File: src/sv/sst_pkg.sv
// types, codes and constants shared by the sustained threshold trigger
package sst_pkg;

   localparam int CSR_INDEX_W = 3;
   localparam int HOLD_W      = 36;

   localparam logic [CSR_INDEX_W-1:0] CSR_RULE_SUPPORTED    = 3'd0;
   localparam logic [CSR_INDEX_W-1:0] CSR_COMPARE_LESS_THAN = 3'd1;
   localparam logic [CSR_INDEX_W-1:0] CSR_THRESHOLD         = 3'd2;
   localparam logic [CSR_INDEX_W-1:0] CSR_REARM_LEVEL       = 3'd3;
   localparam logic [CSR_INDEX_W-1:0] CSR_HOLD_MS           = 3'd4;
   localparam logic [CSR_INDEX_W-1:0] CSR_WINDOW_BUDGET     = 3'd5;

   localparam logic [19:0] NS_PER_MS = 20'd1000000;

   localparam logic MODE_FINISH = 1'b1;

   localparam logic [1:0] SAMPLE_FRESH   = 2'd0;
   localparam logic [1:0] SAMPLE_MISSING = 2'd1;
   localparam logic [1:0] SAMPLE_STALE   = 2'd2;
   localparam logic [1:0] SAMPLE_UNDEF   = 2'd3;

   localparam logic [6:0]  OPENED_MAX = 7'd127;
   localparam logic [31:0] FRESH_MAX  = 32'hFFFF_FFFF;

   typedef enum logic [2:0] {
      PH_INACTIVE = 3'd0,
      PH_WARMING  = 3'd1,
      PH_ARMED    = 3'd2,
      PH_PENDING  = 3'd3,
      PH_OPENING  = 3'd4,
      PH_BLACKOUT = 3'd5,
      PH_RECOVERY = 3'd6,
      PH_REARM    = 3'd7
   } phase_type;

   typedef enum logic [2:0] {
      OC_NONE        = 3'd0,
      OC_NEVER       = 3'd1,
      OC_FIRED       = 3'd2,
      OC_EXHAUSTED   = 3'd3,
      OC_UNSUPPORTED = 3'd4
   } outcome_type;

   typedef enum logic [2:0] {
      RS_NONE         = 3'd0,
      RS_DROPPED      = 3'd1,
      RS_REFUSED      = 3'd2,
      RS_UNSUPPORTED  = 3'd3,
      RS_UNREGISTERED = 3'd4,
      RS_NO_REPORTS   = 3'd5,
      RS_NEVER_HELD   = 3'd6
   } reason_type;

   typedef struct packed {
      logic               mode;
      logic               win_open;
      logic [31:0]        open_count;
      logic [31:0]        recent_token;
      logic [31:0]        queued_token;
      logic [31:0]        offered_token;
      logic [1:0]         sample_state;
      logic [31:0]        sample_sequence;
      logic signed [31:0] sample_value;
      logic [62:0]        sample_time_ns;
   } req_type;

   typedef struct packed {
      logic               open_request;
      logic [62:0]        trigger_first_true_ns;
      logic               reset_epoch;
      logic [2:0]         rule_state;
      logic [2:0]         outcome;
      logic [2:0]         reason_code;
      logic [6:0]         windows_opened;
      logic [31:0]        fresh_total;
      logic [31:0]        change_total;
      logic signed [31:0] recent_value;
      logic [62:0]        recent_stamp_ns;
      logic [1:0]         last_sample_state;
   } rsp_type;

   typedef struct packed {
      logic               compare_less_than;
      logic signed [31:0] threshold;
      logic signed [31:0] rearm_level;
      logic [HOLD_W-1:0]  hold_ns;
      logic [6:0]         window_budget;
   } cfg_type;

   typedef struct packed {
      phase_type          phase;
      logic [62:0]        first_true_time;
      logic               first_true_valid;
      logic [31:0]        pending_token;
      logic [6:0]         opened_count;
      outcome_type        outcome;
      reason_type         reason;
      logic [31:0]        opens_seen;
      logic               opens_seen_valid;
      logic               window_was_open;
      logic [31:0]        last_seq;
      logic               last_seq_valid;
      logic [31:0]        fresh_count;
      logic signed [31:0] last_val;
      logic [62:0]        last_time;
      logic [1:0]         last_freshness;
      logic [31:0]        change_count;
   } state_type;

endpackage

File: src/sv/sst_rule.sv
// rule evaluation: next state and result for one item
module sst_rule (
   input  sst_pkg::state_type st,
   input  sst_pkg::req_type   item,
   input  sst_pkg::cfg_type   cfg,
   output sst_pkg::state_type nx,
   output sst_pkg::rsp_type   rsp
);
   import sst_pkg::*;

   logic        done;
   logic [2:0]  inc;
   logic        req;
   logic [62:0] ft;
   logic        rep;
   logic        missed;
   logic [1:0]  sstate;
   logic        cond;
   logic        rearm;
   logic [62:0] span;
   outcome_type fin_outcome;
   reason_type  fin_reason;

   always_comb begin
      cond  = cfg.compare_less_than ? (item.sample_value < cfg.threshold)
                                    : (item.sample_value > cfg.threshold);
      rearm = cfg.compare_less_than ? (item.sample_value >= cfg.rearm_level)
                                    : (item.sample_value <= cfg.rearm_level);
      span  = item.sample_time_ns - st.first_true_time;
   end

   always_comb begin
      nx     = st;
      done   = 1'b0;
      inc    = 3'd0;
      req    = 1'b0;
      ft     = '0;
      rep    = 1'b0;
      missed = 1'b0;
      sstate = item.sample_state;
      fin_outcome = st.outcome;
      fin_reason  = st.reason;

      if (item.mode == MODE_FINISH) begin
         inc = 3'd1;
         if (st.outcome == OC_UNSUPPORTED || st.outcome == OC_EXHAUSTED) begin
            fin_outcome = st.outcome;
         end else if (st.opened_count != 7'd0) begin
            fin_outcome = OC_FIRED;
         end else begin
            fin_outcome = OC_NEVER;
            if (st.reason == RS_NONE) begin
               if (st.last_freshness == SAMPLE_MISSING) begin
                  fin_reason = RS_UNREGISTERED;
               end else if (st.fresh_count == 32'd0) begin
                  fin_reason = RS_NO_REPORTS;
               end else begin
                  fin_reason = RS_NEVER_HELD;
               end
            end
         end
      end else if (st.phase != PH_INACTIVE) begin
         missed = st.opens_seen_valid && (item.open_count != st.opens_seen)
                  && !item.win_open;
         nx.opens_seen       = item.open_count;
         nx.opens_seen_valid = 1'b1;

         if (st.phase == PH_OPENING) begin
            if (st.pending_token != 32'd0 && item.recent_token == st.pending_token) begin
               nx.pending_token = '0;
               if (st.opened_count < OPENED_MAX) begin
                  nx.opened_count = st.opened_count + 7'd1;
               end
               if (nx.opened_count >= cfg.window_budget) begin
                  nx.outcome = OC_EXHAUSTED;
               end
               nx.first_true_valid = 1'b0;
               nx.phase            = PH_BLACKOUT;
               inc                 = inc + 3'd1;
               nx.window_was_open  = 1'b1;
               done                = 1'b1;
            end else if (item.queued_token != st.pending_token) begin
               nx.pending_token    = '0;
               nx.reason           = RS_DROPPED;
               nx.first_true_valid = 1'b0;
               nx.phase            = PH_ARMED;
               inc                 = inc + 3'd1;
            end
         end

         if (!done && item.win_open) begin
            if (nx.phase != PH_BLACKOUT) begin
               nx.first_true_valid = 1'b0;
               nx.phase            = PH_BLACKOUT;
               inc                 = inc + 3'd1;
            end
            nx.window_was_open = 1'b1;
            done               = 1'b1;
         end

         if (!done && (st.window_was_open || missed)) begin
            nx.window_was_open = 1'b0;
            rep                = 1'b1;
            if (nx.outcome == OC_EXHAUSTED) begin
               nx.phase = PH_INACTIVE;
               done     = 1'b1;
            end else begin
               nx.phase = PH_RECOVERY;
            end
            inc = inc + 3'd1;
         end

         if (!done) begin
            if (sstate == SAMPLE_UNDEF) begin
               sstate = SAMPLE_STALE;
            end
            nx.last_freshness = sstate;
            if (sstate != SAMPLE_FRESH) begin
               if (nx.phase == PH_PENDING) begin
                  nx.first_true_valid = 1'b0;
                  nx.phase            = PH_ARMED;
                  inc                 = inc + 3'd1;
               end
               done = 1'b1;
            end
         end

         if (!done && st.last_seq_valid && item.sample_sequence == st.last_seq) begin
            done = 1'b1;
         end

         if (!done) begin
            nx.last_seq       = item.sample_sequence;
            nx.last_seq_valid = 1'b1;
            if (st.fresh_count != FRESH_MAX) begin
               nx.fresh_count = st.fresh_count + 32'd1;
            end
            nx.last_val  = item.sample_value;
            nx.last_time = item.sample_time_ns;

            case (nx.phase)
               PH_WARMING: begin
                  nx.phase = PH_ARMED;
                  inc      = inc + 3'd1;
               end
               PH_RECOVERY: begin
                  nx.phase = PH_REARM;
                  inc      = inc + 3'd1;
                  if (rearm) begin
                     nx.first_true_valid = 1'b0;
                     nx.phase            = PH_ARMED;
                     inc                 = inc + 3'd1;
                  end
               end
               PH_REARM: begin
                  if (rearm) begin
                     nx.first_true_valid = 1'b0;
                     nx.phase            = PH_ARMED;
                     inc                 = inc + 3'd1;
                  end
               end
               PH_ARMED: begin
                  if (cond) begin
                     nx.first_true_time  = item.sample_time_ns;
                     nx.first_true_valid = 1'b1;
                     nx.phase            = PH_PENDING;
                     inc                 = inc + 3'd1;
                     if (cfg.hold_ns == '0) begin
                        req = 1'b1;
                     end
                  end
               end
               PH_PENDING: begin
                  if (!cond) begin
                     nx.first_true_valid = 1'b0;
                     nx.phase            = PH_ARMED;
                     inc                 = inc + 3'd1;
                  end else if (!st.first_true_valid) begin
                     nx.first_true_time  = item.sample_time_ns;
                     nx.first_true_valid = 1'b1;
                  end else if (item.sample_time_ns >= st.first_true_time &&
                               span >= {{(63-HOLD_W){1'b0}}, cfg.hold_ns}) begin
                     req = 1'b1;
                  end
               end
               default: begin
               end
            endcase

            // open request to the coordinator
            if (req) begin
               ft               = nx.first_true_time;
               nx.pending_token = item.offered_token;
               inc              = inc + 3'd1;
               if (item.offered_token != 32'd0) begin
                  nx.phase = PH_OPENING;
               end else begin
                  nx.reason           = RS_REFUSED;
                  nx.first_true_valid = 1'b0;
                  nx.phase            = PH_ARMED;
               end
            end
         end
      end

      nx.change_count = st.change_count + {29'd0, inc};

      rsp.open_request          = req;
      rsp.trigger_first_true_ns = ft;
      rsp.reset_epoch           = rep;
      rsp.rule_state            = nx.phase;
      rsp.outcome               = (item.mode == MODE_FINISH) ? fin_outcome : nx.outcome;
      rsp.reason_code           = (item.mode == MODE_FINISH) ? fin_reason : nx.reason;
      rsp.windows_opened        = nx.opened_count;
      rsp.fresh_total           = nx.fresh_count;
      rsp.change_total          = nx.change_count;
      rsp.recent_value          = nx.last_val;
      rsp.recent_stamp_ns       = nx.last_time;
      rsp.last_sample_state     = nx.last_freshness;
   end

endmodule

File: src/sv/sustained_threshold_trigger.sv
// top level of the sustained threshold trigger: item pipeline, rule state and registers
//
// Each poll or finish item yields exactly one result item. An accepted item sits in the
// input register while the rule logic evaluates it and moves into the result register
// once that register is empty or its result is taken; a new item is taken every cycle
// as long as the result side keeps up. The rule state updates once per item as it moves
// into the result register, which sets the rate at one item per cycle; while a result
// waits under stall, the item behind it holds in the input register and the input
// stalls. The hold time is converted to nanoseconds when the hold register is written,
// so the pending check is a single 63-bit subtract and compare. The user must write
// registers only while no item is in flight; the block itself does not enforce this.
module sustained_threshold_trigger (
   input  logic                                 clock,
   input  logic                                 reset,
   input  logic                                 req_valid,
   output logic                                 req_stall,
   input  sst_pkg::req_type                     req_item,
   output logic                                 rsp_valid,
   input  logic                                 rsp_stall,
   output sst_pkg::rsp_type                     rsp_item,
   input  logic                                 csr_valid,
   output logic                                 csr_ready,
   input  logic [sst_pkg::CSR_INDEX_W-1:0]      csr_index,
   input  logic [31:0]                          csr_data
);
   import sst_pkg::*;

   logic      in_valid_ff, in_valid_in;
   req_type   in_item_ff;
   logic      out_valid_ff, out_valid_in;
   rsp_type   out_item_ff;
   state_type state_ff, state_in;
   cfg_type   cfg_ff, cfg_in;

   logic      advance;
   logic      take_in;
   logic      csr_we;
   state_type rule_next;
   rsp_type   rule_rsp;

   function automatic state_type state_reset();
      state_type s;
      s       = '0;
      s.phase = PH_WARMING;
      return s;
   endfunction

   function automatic cfg_type cfg_reset();
      cfg_type c;
      c               = '0;
      c.window_budget = 7'd1;
      return c;
   endfunction

   sst_rule u_rule (
      .st   (state_ff),
      .item (in_item_ff),
      .cfg  (cfg_ff),
      .nx   (rule_next),
      .rsp  (rule_rsp)
   );

   always_comb begin
      advance      = in_valid_ff && (!out_valid_ff || !rsp_stall);
      req_stall    = in_valid_ff && !advance;
      take_in      = req_valid && !req_stall;
      in_valid_in  = take_in || (in_valid_ff && !advance);
      out_valid_in = advance || (out_valid_ff && rsp_stall);
      csr_ready    = 1'b1;
      csr_we       = csr_valid;
      rsp_valid    = out_valid_ff;
      rsp_item     = out_item_ff;
   end

   always_comb begin
      state_in = advance ? rule_next : state_ff;
      cfg_in   = cfg_ff;
      if (csr_we) begin
         case (csr_index)
            CSR_RULE_SUPPORTED: begin
               if (!csr_data[0]) begin
                  state_in.phase   = PH_INACTIVE;
                  state_in.outcome = OC_UNSUPPORTED;
                  state_in.reason  = RS_UNSUPPORTED;
               end
            end
            CSR_COMPARE_LESS_THAN: cfg_in.compare_less_than = csr_data[0];
            CSR_THRESHOLD:         cfg_in.threshold         = csr_data;
            CSR_REARM_LEVEL:       cfg_in.rearm_level       = csr_data;
            CSR_HOLD_MS:           cfg_in.hold_ns           = HOLD_W'(csr_data[15:0]) *
                                                              HOLD_W'(NS_PER_MS);
            CSR_WINDOW_BUDGET:     cfg_in.window_budget     = csr_data[6:0];
            default: begin
            end
         endcase
      end
   end

   always_ff @(posedge clock) begin
      if (reset) begin
         in_valid_ff  <= 1'b0;
         out_valid_ff <= 1'b0;
         state_ff     <= state_reset();
         cfg_ff       <= cfg_reset();
      end else begin
         in_valid_ff  <= in_valid_in;
         out_valid_ff <= out_valid_in;
         state_ff     <= state_in;
         cfg_ff       <= cfg_in;
      end
   end

   always_ff @(posedge clock) begin
      if (take_in) begin
         in_item_ff <= req_item;
      end
      if (advance) begin
         out_item_ff <= rule_rsp;
      end
   end

   // an inactive rule is only revived by reset
   assert property (@(posedge clock) disable iff (reset)
      state_ff.phase == PH_INACTIVE |=> state_ff.phase == PH_INACTIVE)
      else $error("rule left inactive phase");

   assert property (@(posedge clock) disable iff (reset)
      1'b1 |=> state_ff.opened_count >= $past(state_ff.opened_count))
      else $error("opened window count decreased");

   assert property (@(posedge clock) disable iff (reset)
      state_ff.outcome == OC_EXHAUSTED |=>
         state_ff.outcome == OC_EXHAUSTED || state_ff.outcome == OC_UNSUPPORTED)
      else $error("exhausted outcome lost");

   assert property (@(posedge clock) disable iff (reset)
      advance && rule_rsp.open_request |=>
         state_ff.phase == PH_OPENING || state_ff.phase == PH_ARMED)
      else $error("open request left rule in wrong phase");

endmodule
File: config.mk
export PLATFORM = sky130hd
export DESIGN_NAME = sustained_threshold_trigger
export DESIGN_NICKNAME = d
export VERILOG_FILES = /design/src/sv/sst_pkg.sv /design/src/sv/sst_rule.sv /design/src/sv/sustained_threshold_trigger.sv
export SDC_FILE = /design/constraint.sdc
export NUM_CORES = 2
export LEC_CHECK = 0
export ABC_CLOCK_PERIOD_IN_PS = 36700
export BUFFER_PORTS_ARGS = -buffer_cell sky130_fd_sc_hd__buf_2
export CAP_MARGIN = 20
export CORE_MARGIN = 2
export CORE_UTILIZATION = 60
export DETAILED_ROUTE_END_ITERATION = 10
export HOLD_SLACK_MARGIN = 0.05
export MAX_ROUTING_LAYER = met4
export PLACE_DENSITY = 0.89
export SYNTH_ARGS = -nofsm -noshare
export SYNTH_HDL_FRONTEND = slang
export SYNTH_SLANG_ARGS = --single-unit
File: constraint.sdc
create_clock -name clock -period 36.7 [get_ports clock]
set_clock_uncertainty 0.1 [all_clocks]
set_input_delay 11.01 -clock clock [delete_from_list [all_inputs] [get_ports clock]]
set_output_delay 11.01 -clock clock [all_outputs]
set_load 0.02 [all_outputs]
==> summary.txt <==
Drt
  • Initial DRC Count: 3,336
  • Via count: 38,170
  • ANT nets after route: 0
  • DRC violations left: 0
  • Vias/cell: 5.950
  • Routed WL per cell: 20.39 microns
  • TritonRoute pass-1 iters: 8
  • Detailed Route WL: 130,800 microns

STA
  • Max Slew Vio Count: 0
  • Fmax: 0.04418 GHz
  • Final setup vio count: 0
  • Period utilization: 0.6168
  • Slew at the pin closest to its max-slew limit: 1.085 ns
  • RSZ-0062 raised after global routing: false
  • Final hold violation count: 0
  • Total negative slack: 0 ns
  • Max_slew headroom: 0.2577
  • Min Tclk post-route: 22.64 ns

Floorplan
  • Die span in x: 286.2 microns
  • Initial Utilization: 0.6057
  • Die Y: 286.2 microns
  • Num rows: 103
  • Core box area: 78,870 sq um
  • I/O pins: 544
  • Die area: 81,890 sq um

Clocking
  • Clk root buf: clkbuf_16
  • Hold Buf Count CTS: 0
  • Maximum root-to-sink buffer count: 3
  • H-tree levels: 3
  • CTS tree: built
  • CTS Sinks: 945
  • Clk_lat worst skew: 0.68 ns
  • Number of gates resized after cts: 0
  • Setup bufs post-CTS: 0
  • Clock slew at reported path FFs: 0.06 ns
  • Inserted Clock Buffers: 96

GRT
  • Vias in the first global route: 37,110
  • Global-route wire length before repair: 201,700 microns
  • Largest net degree at the start of global routing: 204
  • Met1 Resource Use GR: 0.3904
  • Gr usage total: 0.3209
  • Met3 usage: 0.04658
  • GR Layer Usage met2: 0.5313
  • Initial antenna violation count: 20
  • Top Usage Layer GRT: met2
  • Overflow after GRT: 0

Layout
  • Area growth from synthesis to layout: 14.36%
  • # fillers: 5,655
  • Final instance area: 54,630 sq um
  • Footprint of the multi-input gates: 21,850 sq um
  • Total Nets Final: 5,897
  • Share of cells above drive strength 1: 0.1692
  • Sequential cell area: 23,930 sq um

Place
  • DP HPWL: 91,250 microns
  • DP Area: 51,180 sq um
  • Port bufs: 542
  • Placer Congestion: 0.9838

Synth
  • Asr flop ratio synth: 0
  • Synthesis Warnings: 0
  • Post-synth cell types: 88
  • Post-Syn Nets: 5,455
  • Mapped cell area: 47,770 sq um
  • Post-synth top area share: 0.3149
  • EDFF count, synth: 501
  • Post-synthesis cell count: 4,818
  • FF+latch count, synth: 945
  • Seq/Total Area, Yosys: 0.5010
  • Yosys top cell by area: edfxtp_1
  • Synth area leaders: edfxtp_1 (31%), dfxtp_1 (19%), ha_1 (7.4%)
  • Top FF cell, synth: edfxtp_1
  • Syn_area_per_cell: 9.915 sq um

Critical path
  • FF-to-FF setup slack: 26.60 ns
  • Crit Path Class: primary input to output port
  • Worst Setup SP: rsp_stall
  • Startpoint Class: primary input
  • CP Max Fanout: 3
  • Arrival @ worst endpoint: 11.53 ns
  • Critical Path RT: 25.59 ns
  • Cells on worst reg2reg path: 36
  • Setup crit end kind: output port
  • CP endpoint: req_stall
  • FF-to-FF Start: in_item_ff[2]
  • Worst r2r dst: state_ff[30]

Min path
  • Hold_sp: state_ff[112]
  • HP Class: flip-flop to flip-flop

Power and ir drop
  • Pwr/cell area: 50.32 nW/um^2
  • Total Power: 2.749 mW
  • Leakage: 20.73 nW
  • Max VDD drop: 0.05312 mV

Run
  • Max cap viols: 0

Status
  • Status: completed
metal layers:
layer / wire length, microns / part of all wire / vias up
li1: - / - / 17760
met1: 51430 / 0.39 / 18390
met2: 63940 / 0.49 / 1657
met3: 9112 / 0.070 / 366
met4: 6300 / 0.048 / 0
met5: 0 / 0 / -
final cells by class:
type / instances / share of cell area
Antenna cell: 22 / 0.001008
Clock buffer: 123 / 0.04823
Clock inverter: 58 / 0.01356
Inverter: 299 / 0.02068
Multi-Input combinational cell: 3346 / 0.4000
Sequential cell: 945 / 0.4381
Tap cell: 1050 / 0.02405
Timing Repair Buffer: 572 / 0.05442
flip-flops by register name (all words and copies together) (netlist names):
signal / cells
in_valid_ff: 1
state_ff: 340
rsp_valid: 1
in_item_ff: 259
cfg_ff: 102
rsp_item: 242
where the power goes:
| group | leakage, nW | internal (mW) | switching [mW] |
|---|---|---|---|
| logic | 10.7 | 0.217 | 0.321 |
| clock network | 1.63 | 0.594 | 0.436 |
| registers | 8.36 | 1.15 | 0.0279 |
| total | 20.7 | 1.96 | 0.785 |
worst max-delay path: stages:
cell,delay [ns]
buf_2,0.10
and3_1,0.23
buf_2,0.19
logic make-up (layout without fill, tap and decap cells):
family / after synthesis / in the layout / synth area share
other: 1 / 23 / 0.00007850
DFF: 945 / 945 / 0.5010
muxes: 111 / 111 / 0.02588
and+or+nand+nor: 1627 / 1627 / 0.1514
buffers and inverters: 527 / 1052 / 0.04306
adders and majority gates: 338 / 338 / 0.09733
xor gates and xnor gates: 319 / 319 / 0.05849
AOI/OAI and AO/OA: 950 / 950 / 0.1227
cells in the mapped netlist, drive strengths merged (34+ instances only):
cell type and count:
nand2 823, a21oi 548, edfxtp 501, dfxtp 444
nor2 338, inv 297, ha 282, xor2 193
clkbuf 184, xnor2 126, o21ai 110, mux2 100
nand4 97, nor4 71, nand3 70, nor3 59
fa 56, buf 44, a21o 39, o2bb2ai 34
cells in the final DEF (no fill, tap or decap), drive strengths merged, types with 24 or more instances in the layout:
cell type  count
a211oi        31
a21o          39
a21oi        548
and3          29
buf          572
clkbuf       123
clkinv        36
dfxtp        444
edfxtp       501
fa            56
ha           282
inv          302
mux2         100
nand2        823
nand3         70
nand4         97
nor2         338
nor3          59
nor4          71
o21a          24
o21ai        110
o2bb2ai       34
or3           33
xnor2        126
xor2         193
metrics by stage:
| step | setup slack, ns | hold WS, ns | cells | util |
|---|---|---|---|---|
| after floorplan | 13.14 | 0.3338 | 4818 | - |
| after global placement | 14.08 | 0.3387 | 6211 | 0.6489 |
| after detailed placement | 14.07 | 0.3450 | 6211 | 0.6489 |
| after CTS | 14.06 | 0.3534 | 6392 | 0.6917 |
| after global routing | 14.04 | 0.3672 | 6414 | 0.6926 |
| final | 14.06 | 0.3539 | 6415 | 0.6927 |
worst min path at each step:
stage | cells past startpoint | end | slack (ns)
after global routing | 2 | state_ff[329] | 0.37
after global placement | 2 | state_ff[96] | 0.34
final | 2 | state_ff[112] | 0.35
after detailed placement | 2 | state_ff[89] | 0.35
after CTS | 2 | state_ff[89] | 0.35
after floorplan | 2 | state_ff[100] | 0.33
Note: power is estimated with default switching activity, not from simulation.
